==> config.mk <==
export PLATFORM = sky130hd
export DESIGN_NAME = imu_gesture_servo_stepper
export DESIGN_NICKNAME = d
export VERILOG_FILES = /design/src/design/imugs_pkg.sv /design/src/design/imugs_front.sv /design/src/design/imugs_queue.sv /design/src/design/imugs_back.sv /design/src/design/imu_gesture_servo_stepper.sv
export SDC_FILE = /design/constraint.sdc
export NUM_CORES = 1
export LEC_CHECK = 0
export BUFFER_PORTS_ARGS = -buffer_cell sky130_fd_sc_hd__buf_2
export CAP_MARGIN = 10
export CORE_MARGIN = 8
export CORE_UTILIZATION = 40
export DETAILED_ROUTE_END_ITERATION = 6
export GPL_TIMING_DRIVEN = 0
export SYNTH_ARGS = -nofsm -noshare
export SYNTH_HDL_FRONTEND = slang
export SYNTH_SLANG_ARGS = --single-unit
==> constraint.sdc <==
create_clock -name clk_i -period 6.31 [get_ports clk_i]
set_clock_uncertainty 0.15 [all_clocks]
set_input_delay 0.3155 -clock clk_i [delete_from_list [all_inputs] [get_ports clk_i]]
set_output_delay 0.3155 -clock clk_i [all_outputs]
set_load 0.005 [all_outputs]
==> src/design/imugs_pkg.sv <==
// Shared types and constants for the IMU gesture servo stepper.
package imugs_pkg;

  // Sensor frame bytes
  localparam logic [7:0] HDR_BYTE   = 8'h55;
  localparam logic [7:0] KIND_GYRO  = 8'h52;
  localparam logic [7:0] KIND_ACCEL = 8'h51;

  // Servo limits and claw pulses
  localparam logic [11:0] BASE_MAX  = 12'd2300;
  localparam logic [11:0] BASE_MIN  = 12'd600;
  localparam logic [11:0] LEFT_MAX  = 12'd1400;
  localparam logic [11:0] LEFT_MIN  = 12'd1300;
  localparam logic [11:0] RIGHT_MAX = 12'd2300;
  localparam logic [11:0] RIGHT_MIN = 12'd1000;
  localparam logic [11:0] CLAW_OPEN = 12'd1300;
  localparam logic [11:0] CLAW_SHUT = 12'd900;
  localparam logic [11:0] BASE_RST  = 12'd1500;
  localparam logic [11:0] LEFT_RST  = 12'd1300;
  localparam logic [11:0] RIGHT_RST = 12'd1300;

  // Configuration port
  localparam int unsigned CFG_IDX_W  = 3;
  localparam int unsigned CFG_DATA_W = 15;
  localparam logic [CFG_IDX_W-1:0] CFG_RATE_LOW  = 3'd0;
  localparam logic [CFG_IDX_W-1:0] CFG_RATE_HIGH = 3'd1;
  localparam logic [CFG_IDX_W-1:0] CFG_FLICK     = 3'd2;
  localparam logic [CFG_IDX_W-1:0] CFG_BASE_STEP = 3'd3;
  localparam logic [CFG_IDX_W-1:0] CFG_LEFT_STEP = 3'd4;
  localparam logic [CFG_IDX_W-1:0] CFG_RIGHT_STEP = 3'd5;

  // Decoded request passed from the parser to the executor
  typedef enum logic [2:0] {
    OP_BYTE,   // byte with no word to store
    OP_GX,     // store gyro X
    OP_GY,     // store gyro Y
    OP_AZ,     // store accel Z
    OP_TICK    // control tick
  } op_e;

  typedef struct packed {
    op_e         op;
    logic [15:0] word;
  } cmd_t;

endpackage

==> src/design/imugs_front.sv <==
// Front end: accepts requests, runs the frame parser, emits decoded commands.
module imugs_front (
  input  logic                clk_i,
  input  logic                rst_ni,
  input  logic                in_valid_i,
  input  logic                action_i,
  input  logic [7:0]          rx_byte_i,
  input  logic                q_full_i,
  output logic                in_stall_o,
  output logic                push_o,
  output imugs_pkg::cmd_t     push_cmd_o
);

  localparam logic [1:0] PH_HUNT = 2'd0;
  localparam logic [1:0] PH_TYPE = 2'd1;
  localparam logic [1:0] PH_PAY  = 2'd2;

  logic [1:0] phase_q, phase_d;
  logic       kind_q, kind_d;   // 1 gyro, 0 accel
  logic [2:0] idx_q, idx_d;
  logic [7:0] hold_q, hold_d;
  logic       take;

  assign in_stall_o = q_full_i;
  assign take       = in_valid_i && !q_full_i;
  assign push_o     = take;

  always_comb begin
    phase_d         = phase_q;
    kind_d          = kind_q;
    idx_d           = idx_q;
    hold_d          = hold_q;
    push_cmd_o.op   = imugs_pkg::OP_BYTE;
    push_cmd_o.word = {rx_byte_i, hold_q};
    if (action_i) begin
      push_cmd_o.op = imugs_pkg::OP_TICK;
    end else begin
      case (phase_q)
        PH_TYPE: begin
          if (rx_byte_i == imugs_pkg::KIND_GYRO || rx_byte_i == imugs_pkg::KIND_ACCEL) begin
            kind_d  = (rx_byte_i == imugs_pkg::KIND_GYRO);
            idx_d   = 3'd0;
            phase_d = PH_PAY;
          end else if (rx_byte_i != imugs_pkg::HDR_BYTE) begin
            phase_d = PH_HUNT;
          end
        end
        PH_PAY: begin
          if (!idx_q[0]) begin
            hold_d = rx_byte_i;
          end else if (kind_q) begin
            if (idx_q == 3'd1) push_cmd_o.op = imugs_pkg::OP_GX;
            else if (idx_q == 3'd3) push_cmd_o.op = imugs_pkg::OP_GY;
          end else if (idx_q == 3'd5) begin
            push_cmd_o.op = imugs_pkg::OP_AZ;
          end
          if (idx_q >= 3'd5) begin
            phase_d = PH_HUNT;
            idx_d   = 3'd0;
          end else begin
            idx_d = idx_q + 3'd1;
          end
        end
        default: begin
          // hunting; the spare phase code hunts too
          phase_d = (rx_byte_i == imugs_pkg::HDR_BYTE) ? PH_TYPE : PH_HUNT;
        end
      endcase
    end
  end

  always_ff @(posedge clk_i or negedge rst_ni) begin
    if (!rst_ni) begin
      phase_q <= PH_HUNT;
      kind_q  <= 1'b0;
      idx_q   <= 3'd0;
      hold_q  <= 8'd0;
    end else if (take) begin
      phase_q <= phase_d;
      kind_q  <= kind_d;
      idx_q   <= idx_d;
      hold_q  <= hold_d;
    end
  end

  a_idx_range: assert property (@(posedge clk_i) disable iff (!rst_ni)
    idx_q <= 3'd5)
    else $error("payload index out of range");

endmodule

==> src/design/imugs_queue.sv <==
// Two-entry command queue between parser and executor.
module imugs_queue (
  input  logic            clk_i,
  input  logic            rst_ni,
  input  logic            push_i,
  input  imugs_pkg::cmd_t push_cmd_i,
  output logic            full_o,
  input  logic            pop_i,
  output logic            valid_o,
  output imugs_pkg::cmd_t cmd_o
);

  imugs_pkg::cmd_t mem_q [2];
  logic            wr_ptr_q, rd_ptr_q;
  logic [1:0]      cnt_q;

  assign full_o  = (cnt_q == 2'd2);
  assign valid_o = (cnt_q != 2'd0);
  assign cmd_o   = mem_q[rd_ptr_q];

  always_ff @(posedge clk_i) begin
    if (push_i) mem_q[wr_ptr_q] <= push_cmd_i;
  end

  always_ff @(posedge clk_i or negedge rst_ni) begin
    if (!rst_ni) begin
      wr_ptr_q <= 1'b0;
      rd_ptr_q <= 1'b0;
      cnt_q    <= 2'd0;
    end else begin
      if (push_i) wr_ptr_q <= !wr_ptr_q;
      if (pop_i) rd_ptr_q <= !rd_ptr_q;
      cnt_q <= cnt_q + {1'b0, push_i} - {1'b0, pop_i};
    end
  end

  a_no_overflow: assert property (@(posedge clk_i) disable iff (!rst_ni)
    !(push_i && full_o))
    else $error("push into full queue");

  a_no_underflow: assert property (@(posedge clk_i) disable iff (!rst_ni)
    !(pop_i && !valid_o))
    else $error("pop from empty queue");

endmodule

==> src/design/imugs_back.sv <==
// Back end: gyro/accel state, flick detector, servo stepping and result register.
module imugs_back (
  input  logic                                 clk_i,
  input  logic                                 rst_ni,
  input  logic                                 cfg_we_i,
  input  logic [imugs_pkg::CFG_IDX_W-1:0]      cfg_idx_i,
  input  logic [imugs_pkg::CFG_DATA_W-1:0]     cfg_data_i,
  input  logic                                 q_valid_i,
  input  imugs_pkg::cmd_t                      q_cmd_i,
  output logic                                 q_pop_o,
  output logic                                 out_valid_o,
  input  logic                                 out_stall_i,
  output logic [11:0]                          base_pulse_o,
  output logic [11:0]                          right_pulse_o,
  output logic [11:0]                          left_pulse_o,
  output logic [11:0]                          claw_pulse_o,
  output logic                                 negative_tilt_led_o,
  output logic                                 positive_tilt_led_o
);

  logic [14:0] rate_lo_q, rate_hi_q, flick_thr_q;
  logic [7:0]  base_step_q, left_step_q, right_step_q;

  logic [15:0] gx_q, gx_d, gy_q, gy_d, az_q, az_d;
  logic [1:0]  flick_q, flick_d;
  logic [11:0] base_q, base_d, left_q, left_d, right_q, right_d;
  logic        claw_q, claw_d;
  logic        out_valid_q, out_valid_d;

  logic [1:0]         bx, by, bout;   // {positive band, negative band}
  logic signed [16:0] z, t;
  logic signed [13:0] b_up, b_dn, l_up, l_dn, r_up, r_dn;

  // {v in (lo, hi), v in (-hi, -lo)}
  function automatic logic [1:0] tilt(input logic [15:0] raw,
                                      input logic [14:0] lo,
                                      input logic [14:0] hi);
    logic signed [16:0] v, l, h;
    v = {raw[15], raw};
    l = {2'b00, lo};
    h = {2'b00, hi};
    tilt = {(v > l) && (v < h), (v < -l) && (v > -h)};
  endfunction

  assign q_pop_o = q_valid_i && (!out_valid_q || !out_stall_i);

  assign bx = tilt(gx_q, rate_lo_q, rate_hi_q);
  assign by = tilt(gy_q, rate_lo_q, rate_hi_q);

  assign b_up = $signed({2'b00, base_q}) + $signed({6'd0, base_step_q});
  assign b_dn = $signed({2'b00, base_q}) - $signed({6'd0, base_step_q});
  assign l_up = $signed({2'b00, left_q}) + $signed({6'd0, left_step_q});
  assign l_dn = $signed({2'b00, left_q}) - $signed({6'd0, left_step_q});
  assign r_up = $signed({2'b00, right_q}) + $signed({6'd0, right_step_q});
  assign r_dn = $signed({2'b00, right_q}) - $signed({6'd0, right_step_q});

  always_comb begin
    gx_d    = gx_q;
    gy_d    = gy_q;
    az_d    = az_q;
    flick_d = flick_q;
    base_d  = base_q;
    left_d  = left_q;
    right_d = right_q;
    claw_d  = claw_q;
    t       = {2'b00, flick_thr_q};
    z       = '0;
    case (q_cmd_i.op)
      imugs_pkg::OP_GX: gx_d = q_cmd_i.word;
      imugs_pkg::OP_GY: gy_d = q_cmd_i.word;
      imugs_pkg::OP_AZ: az_d = q_cmd_i.word;
      default: ;
    endcase
    if (q_cmd_i.op == imugs_pkg::OP_TICK) begin
      if (flick_q == 2'd2) begin
        claw_d  = !claw_q;
        flick_d = 2'd0;
      end
      if (bx[0]) begin
        base_d = (b_up >= $signed({2'b00, imugs_pkg::BASE_MAX})) ?
                 imugs_pkg::BASE_MAX : b_up[11:0];
      end else if (bx[1]) begin
        base_d = (b_dn <= $signed({2'b00, imugs_pkg::BASE_MIN})) ?
                 imugs_pkg::BASE_MIN : b_dn[11:0];
      end
      if (by[1]) begin
        left_d  = (l_dn <= $signed({2'b00, imugs_pkg::LEFT_MIN})) ?
                  imugs_pkg::LEFT_MIN : l_dn[11:0];
        right_d = (r_dn <= $signed({2'b00, imugs_pkg::RIGHT_MIN})) ?
                  imugs_pkg::RIGHT_MIN : r_dn[11:0];
      end else if (by[0]) begin
        left_d  = (l_up >= $signed({2'b00, imugs_pkg::LEFT_MAX})) ?
                  imugs_pkg::LEFT_MAX : l_up[11:0];
        right_d = (r_up >= $signed({2'b00, imugs_pkg::RIGHT_MAX})) ?
                  imugs_pkg::RIGHT_MAX : r_up[11:0];
      end
    end else begin
      // flick detector steps after every byte, on the updated accel Z
      z = {az_d[15], az_d};
      if (flick_q == 2'd0 && z > t) flick_d = 2'd1;
      if (flick_d == 2'd1 && z < -t) flick_d = 2'd2;
    end
  end

  always_comb begin
    out_valid_d = out_valid_q;
    if (q_pop_o) out_valid_d = 1'b1;
    else if (!out_stall_i) out_valid_d = 1'b0;
  end

  always_ff @(posedge clk_i or negedge rst_ni) begin
    if (!rst_ni) begin
      rate_lo_q    <= 15'd819;
      rate_hi_q    <= 15'd4916;
      flick_thr_q  <= 15'd1024;
      base_step_q  <= 8'd50;
      left_step_q  <= 8'd10;
      right_step_q <= 8'd130;
    end else if (cfg_we_i) begin
      case (cfg_idx_i)
        imugs_pkg::CFG_RATE_LOW:   rate_lo_q    <= cfg_data_i;
        imugs_pkg::CFG_RATE_HIGH:  rate_hi_q    <= cfg_data_i;
        imugs_pkg::CFG_FLICK:      flick_thr_q  <= cfg_data_i;
        imugs_pkg::CFG_BASE_STEP:  base_step_q  <= cfg_data_i[7:0];
        imugs_pkg::CFG_LEFT_STEP:  left_step_q  <= cfg_data_i[7:0];
        imugs_pkg::CFG_RIGHT_STEP: right_step_q <= cfg_data_i[7:0];
        default: ;
      endcase
    end
  end

  always_ff @(posedge clk_i or negedge rst_ni) begin
    if (!rst_ni) begin
      gx_q        <= 16'd0;
      gy_q        <= 16'd0;
      az_q        <= 16'd0;
      flick_q     <= 2'd0;
      base_q      <= imugs_pkg::BASE_RST;
      left_q      <= imugs_pkg::LEFT_RST;
      right_q     <= imugs_pkg::RIGHT_RST;
      claw_q      <= 1'b1;
      out_valid_q <= 1'b0;
    end else begin
      out_valid_q <= out_valid_d;
      if (q_pop_o) begin
        gx_q    <= gx_d;
        gy_q    <= gy_d;
        az_q    <= az_d;
        flick_q <= flick_d;
        base_q  <= base_d;
        left_q  <= left_d;
        right_q <= right_d;
        claw_q  <= claw_d;
      end
    end
  end

  // State registers double as the result register: they only move on a pop,
  // and a pop never happens while a result is stalled.
  assign bout                = tilt(gx_q, rate_lo_q, rate_hi_q);
  assign out_valid_o         = out_valid_q;
  assign base_pulse_o        = base_q;
  assign right_pulse_o       = right_q;
  assign left_pulse_o        = left_q;
  assign claw_pulse_o        = claw_q ? imugs_pkg::CLAW_OPEN : imugs_pkg::CLAW_SHUT;
  assign negative_tilt_led_o = bout[1];
  assign positive_tilt_led_o = bout[0];

  a_base_range: assert property (@(posedge clk_i) disable iff (!rst_ni)
    base_q >= imugs_pkg::BASE_MIN && base_q <= imugs_pkg::BASE_MAX)
    else $error("base position out of range");

  a_arm_range: assert property (@(posedge clk_i) disable iff (!rst_ni)
    left_q >= imugs_pkg::LEFT_MIN && left_q <= imugs_pkg::LEFT_MAX &&
    right_q >= imugs_pkg::RIGHT_MIN && right_q <= imugs_pkg::RIGHT_MAX)
    else $error("arm position out of range");

  a_tick_clears_flick: assert property (@(posedge clk_i) disable iff (!rst_ni)
    (q_pop_o && q_cmd_i.op == imugs_pkg::OP_TICK && flick_q == 2'd2) |=>
    (flick_q == 2'd0))
    else $error("flick detector not restarted by tick");

endmodule

==> src/design/imu_gesture_servo_stepper.sv <==
// Top level of the IMU gesture servo stepper: parser, command queue, executor.
//
//  channel | handshake                 | payload
//  --------+---------------------------+-------------------------------------------
//  in      | in_valid_i / in_stall_o   | action_i, rx_byte_i
//  out     | out_valid_o / out_stall_i | base/right/left/claw pulse, two tilt LEDs
//  cfg     | cfg_we_i                  | cfg_idx_i, cfg_data_i
//
// One request per cycle sustained while out_stall_i is low; a taken request is written
// into the queue, then popped into the result registers, which present it.
// The two-entry queue lets the parser keep taking requests while a result is stalled;
// in_stall_o rises only once the queue is full.
// Reset restores thresholds, steps and servo positions at once; no clearing pass.
module imu_gesture_servo_stepper (
  input  logic                             clk_i,
  input  logic                             rst_ni,
  input  logic                             in_valid_i,
  output logic                             in_stall_o,
  input  logic                             action_i,
  input  logic [7:0]                       rx_byte_i,
  output logic                             out_valid_o,
  input  logic                             out_stall_i,
  output logic [11:0]                      base_pulse_o,
  output logic [11:0]                      right_pulse_o,
  output logic [11:0]                      left_pulse_o,
  output logic [11:0]                      claw_pulse_o,
  output logic                             negative_tilt_led_o,
  output logic                             positive_tilt_led_o,
  input  logic                             cfg_we_i,
  input  logic [imugs_pkg::CFG_IDX_W-1:0]  cfg_idx_i,
  input  logic [imugs_pkg::CFG_DATA_W-1:0] cfg_data_i
);

  logic            push, full, pop, q_valid;
  imugs_pkg::cmd_t push_cmd, q_cmd;

  imugs_front u_front (
    .clk_i      (clk_i),
    .rst_ni     (rst_ni),
    .in_valid_i (in_valid_i),
    .action_i   (action_i),
    .rx_byte_i  (rx_byte_i),
    .q_full_i   (full),
    .in_stall_o (in_stall_o),
    .push_o     (push),
    .push_cmd_o (push_cmd)
  );

  imugs_queue u_queue (
    .clk_i      (clk_i),
    .rst_ni     (rst_ni),
    .push_i     (push),
    .push_cmd_i (push_cmd),
    .full_o     (full),
    .pop_i      (pop),
    .valid_o    (q_valid),
    .cmd_o      (q_cmd)
  );

  imugs_back u_back (
    .clk_i               (clk_i),
    .rst_ni              (rst_ni),
    .cfg_we_i            (cfg_we_i),
    .cfg_idx_i           (cfg_idx_i),
    .cfg_data_i          (cfg_data_i),
    .q_valid_i           (q_valid),
    .q_cmd_i             (q_cmd),
    .q_pop_o             (pop),
    .out_valid_o         (out_valid_o),
    .out_stall_i         (out_stall_i),
    .base_pulse_o        (base_pulse_o),
    .right_pulse_o       (right_pulse_o),
    .left_pulse_o        (left_pulse_o),
    .claw_pulse_o        (claw_pulse_o),
    .negative_tilt_led_o (negative_tilt_led_o),
    .positive_tilt_led_o (positive_tilt_led_o)
  );

endmodule

==> impl_metrics.json <==
{
  "run_status": "complete, no violations",
  "ys_warn_count": 0,
  "ant_nets": 0,
  "gp_congestion": 0.909,
  "h-tree-depth": 1,
  "period_needed_ps": 5540,
  "drc": 0,
  "top_layer": "met4",
  "clock_latency_ps": 550,
  "fmax_ghz": 0.180,
  "leakage_nw": 8.25,
  "startpoint": "u_back.rate_hi_q[1]",
  "layout_commonest_cell": "ha_1",
  "drt-total-wl_mm": 46.9,
  "num_vias": 13900,
  "drive_gt1_frac": 0.143,
  "timing.critical_path.to": "positive_tilt_led_o",
  "p_clk_frac": 0.174,
  "r2r-end": "u_back.base_pulse_o[11]",
  "r2r_start": "u_back.rate_hi_q[1]",
  "synth-seq-cells": 213,
  "rrSetupSlack_ps": 840,
  "fin_ws_ps": 769,
  "final_nets": 2170,
  "dp_hpwl_mm": 36.6,
  "critPathMaxFanout": 10,
  "crit_type": "flop to output pin",
  "powerDensity_nw_per_um2": 492,
  "wl_met2_mm": 21.8,
  "r2r_cells": 19,
  "yosysSeqAreaShare": 0.339,
  "grt_pass1_wl_mm": 75.1,
  "regArea_um2": 5570,
  "hold_ws_ps": 70.2,
  "cts_tree": "built",
  "routed_via_density": 5.63,
  "yosys.area.top_type_share": 0.212,
  "clk_transition_reported_paths_ps": 60,
  "p_sw_frac": 0.457,
  "grt-ovfl-total": 0,
  "finalMaxSlewViolations": 0,
  "antenna_found_initial": 0,
  "port_buffers": 75,
  "place_ws_ps": 871,
  "filler_cell_count": 3881,
  "cts_resized": 0,
  "synth_cells": 1781,
  "yosysUniqueCellTypes": 107,
  "grt_pass1_vias": 13900,
  "cp-end-kind": "output pin",
  "intPower_mw": 5.01,
  "rows": 74,
  "synth-edff-count": 38,
  "synth_area_um2": 16400,
  "die_w_um": 219,
  "hold_path_class": "primary input to flop",
  "grt_max_degree": 92,
  "cts.sinks": 213,
  "cts_buffer_depth": 3,
  "hold_violations": 0,
  "setup_viol": 0,
  "final_cell_mix": "ha_1, nand2_1, o21ai_0",
  "worstPathArrival_ps": 5080,
  "multi_input_area_um2": 10100,
  "die_y_um": 219,
  "initial_core_util": 0.403,
  "cp.required_ps": 5840,
  "clockRootBuffer": "clkbuf_16",
  "met1_length_mm": 21.6,
  "cts_buffers": 27,
  "yosysTopAreaCell": "dfrtp_1",
  "finalNonFillerCells": 2472,
  "p_comb_frac": 0.566,
  "finalSetupTns_ps": 0,
  "p_switching_mw": 4.22,
  "dr.pass1.iters": 6,
  "rsz0062_at_grt": "no",
  "drtIter0Drc": 924,
  "tightest_slew_ps": 853,
  "synth_top_flop_cell": "dfrtp_1",
  "wl_met3_mm": 2.08,
  "die-area_um2": 47800,
  "async_flop_share": 0.822,
  "min_period_over_period": 0.878,
  "syn2layout_area_growth_pct": 14.0,
  "core_area_um2": 40700,
  "avgRoutedWirePerCell_um": 19.0,
  "placedCellCount": 2396,
  "cap_violations": 0,
  "ios": 84,
  "start_kind": "flop",
  "irDropWorstVdd_v": 0.000207,
  "p_total_mw": 9.22,
  "slew_headroom": 0.431,
  "netlist_top_cells_area": "dfrtp_1, ha_1, edfxtp_1",
  "antenna_cells": 0,
  "seqPwrFrac": 0.260,
  "synth.avg_cell_area_um2": 9.23,
  "grt_usage": 0.195
}
## metrics by stage
step	utilization	cell area, um^2
after floorplan	-	16500
after global placement	0.429	17500
after detailed placement	0.431	17600
after CTS	0.460	18700
after global routing	0.460	18700
final	0.460	18700
## sequential cells by signal, summed over array words and instances, names as in the netlist, 3 cells and up
| signal | count |
|---|---|
| u_back.az_q | 16 |
| u_back.base_pulse_o | 12 |
| u_back.base_step_q | 8 |
| u_back.flick_thr_q | 15 |
| u_back.gx_q | 16 |
| u_back.gy_q | 16 |
| u_back.left_pulse_o | 12 |
| u_back.left_step_q | 8 |
| u_back.rate_hi_q | 15 |
| u_back.rate_lo_q | 15 |
| u_back.right_pulse_o | 12 |
| u_back.right_step_q | 8 |
| u_front.hold_q | 8 |
| u_front.idx_q | 3 |
| u_queue.mem_q | 38 |
## power groups by stage
| stage | sequential [mW] | clock, mW | combinational, mW |
|---|---|---|---|
| 4_1_cts | 2.39 | 1.65 | 5.21 |
| 5_1_grt | 2.45 | 1.71 | 5.87 |
| 3_5_place_dp | 2.41 | 0 | 5.17 |
| 3_3_place_gp | 2.39 | 0 | 5.04 |
| 2_1_floorplan | 2.22 | 0 | 3.85 |
| 6_report | 2.40 | 1.61 | 5.22 |
## how the worst min path moves through the flow
stage / from / endpoint / slack, ps / cells past startpoint
floorplan: rst_ni / u_back.az_q[0] / -130 / 0
global placement: u_front.hold_q[0] / u_queue.mem_q[0][0] / 300 / 0
detailed placement: rst_ni / u_back.base_pulse_o[0] / 250 / 1
CTS: in_valid_i / u_queue.wr_ptr_q / 60 / 3
global route: in_valid_i / u_queue.wr_ptr_q / 90 / 3
finish: in_valid_i / u_queue.wr_ptr_q / 70 / 3
## worst max-delay path, cell delays in order (launching register included)
cell       delay (ps)
dfrtp_1           380
inv_1             150
ha_1              240
nand4_1           150
or3_1             400
or3_1             370
nor3_1            270
nand2_1           120
nor3_1            330
nand2b_1          200
ha_1              250
a21o_1            180
a2111oi_0         400
o221ai_1          240
and4bb_2          360
clkbuf_1          260
buf_2             200
## kinds of logic after synthesis
logic type,share of synthesized area
XOR/XNOR,0.0368
AO/OA/AOI/OAI,0.197
AND/OR/NAND/NOR,0.161
other,0.000457
buffers and inverters,0.0512
flip-flops,0.339
multiplexers,0.0455
adder cells (fa/ha/maj),0.169
## area by class of cell
class / instances / area share
Buffer: 71 / 0.0194
Clock buffer: 34 / 0.0380
Clock inverter: 16 / 0.0110
Inverter: 127 / 0.0256
Multi-Input combinational cell: 1376 / 0.537
Sequential cell: 213 / 0.297
Tap cell: 532 / 0.0355
Timing Repair Buffer: 103 / 0.0367
## synthesized netlist by cell type (13+ instances only)
library cell	count
xnor2_1	58
or3_1	18
nor2b_1	20
inv_1	124
o21ai_0	158
nor2_1	116
mux2_2	46
a21oi_1	100
nand2b_1	24
o31ai_1	15
nand2_1	164
dfstp_2	36
edfxtp_1	38
o211ai_1	15
mux2i_1	23
ha_1	213
clkbuf_1	37
nand4_1	32
a21o_1	31
nor3_1	40
buf_4	15
nand3_1	31
buf_2	13
dfrtp_1	139
## layer usage
metal / track usage / vias up
met3: 0.0263 / 76
met4: 0.0581 / 0
li1: - / 6778
met5: 0 / -
met2: 0.324 / 318
met1: 0.261 / 6737
## what timing repair did
action / 4_1_cts / 5_1_grt
hold buffers: 26 / 0
buffers inserted: 0 / 0
hold endpoints to repair: 131 / 0
Note: power is estimated with default switching activity, not from simulation.
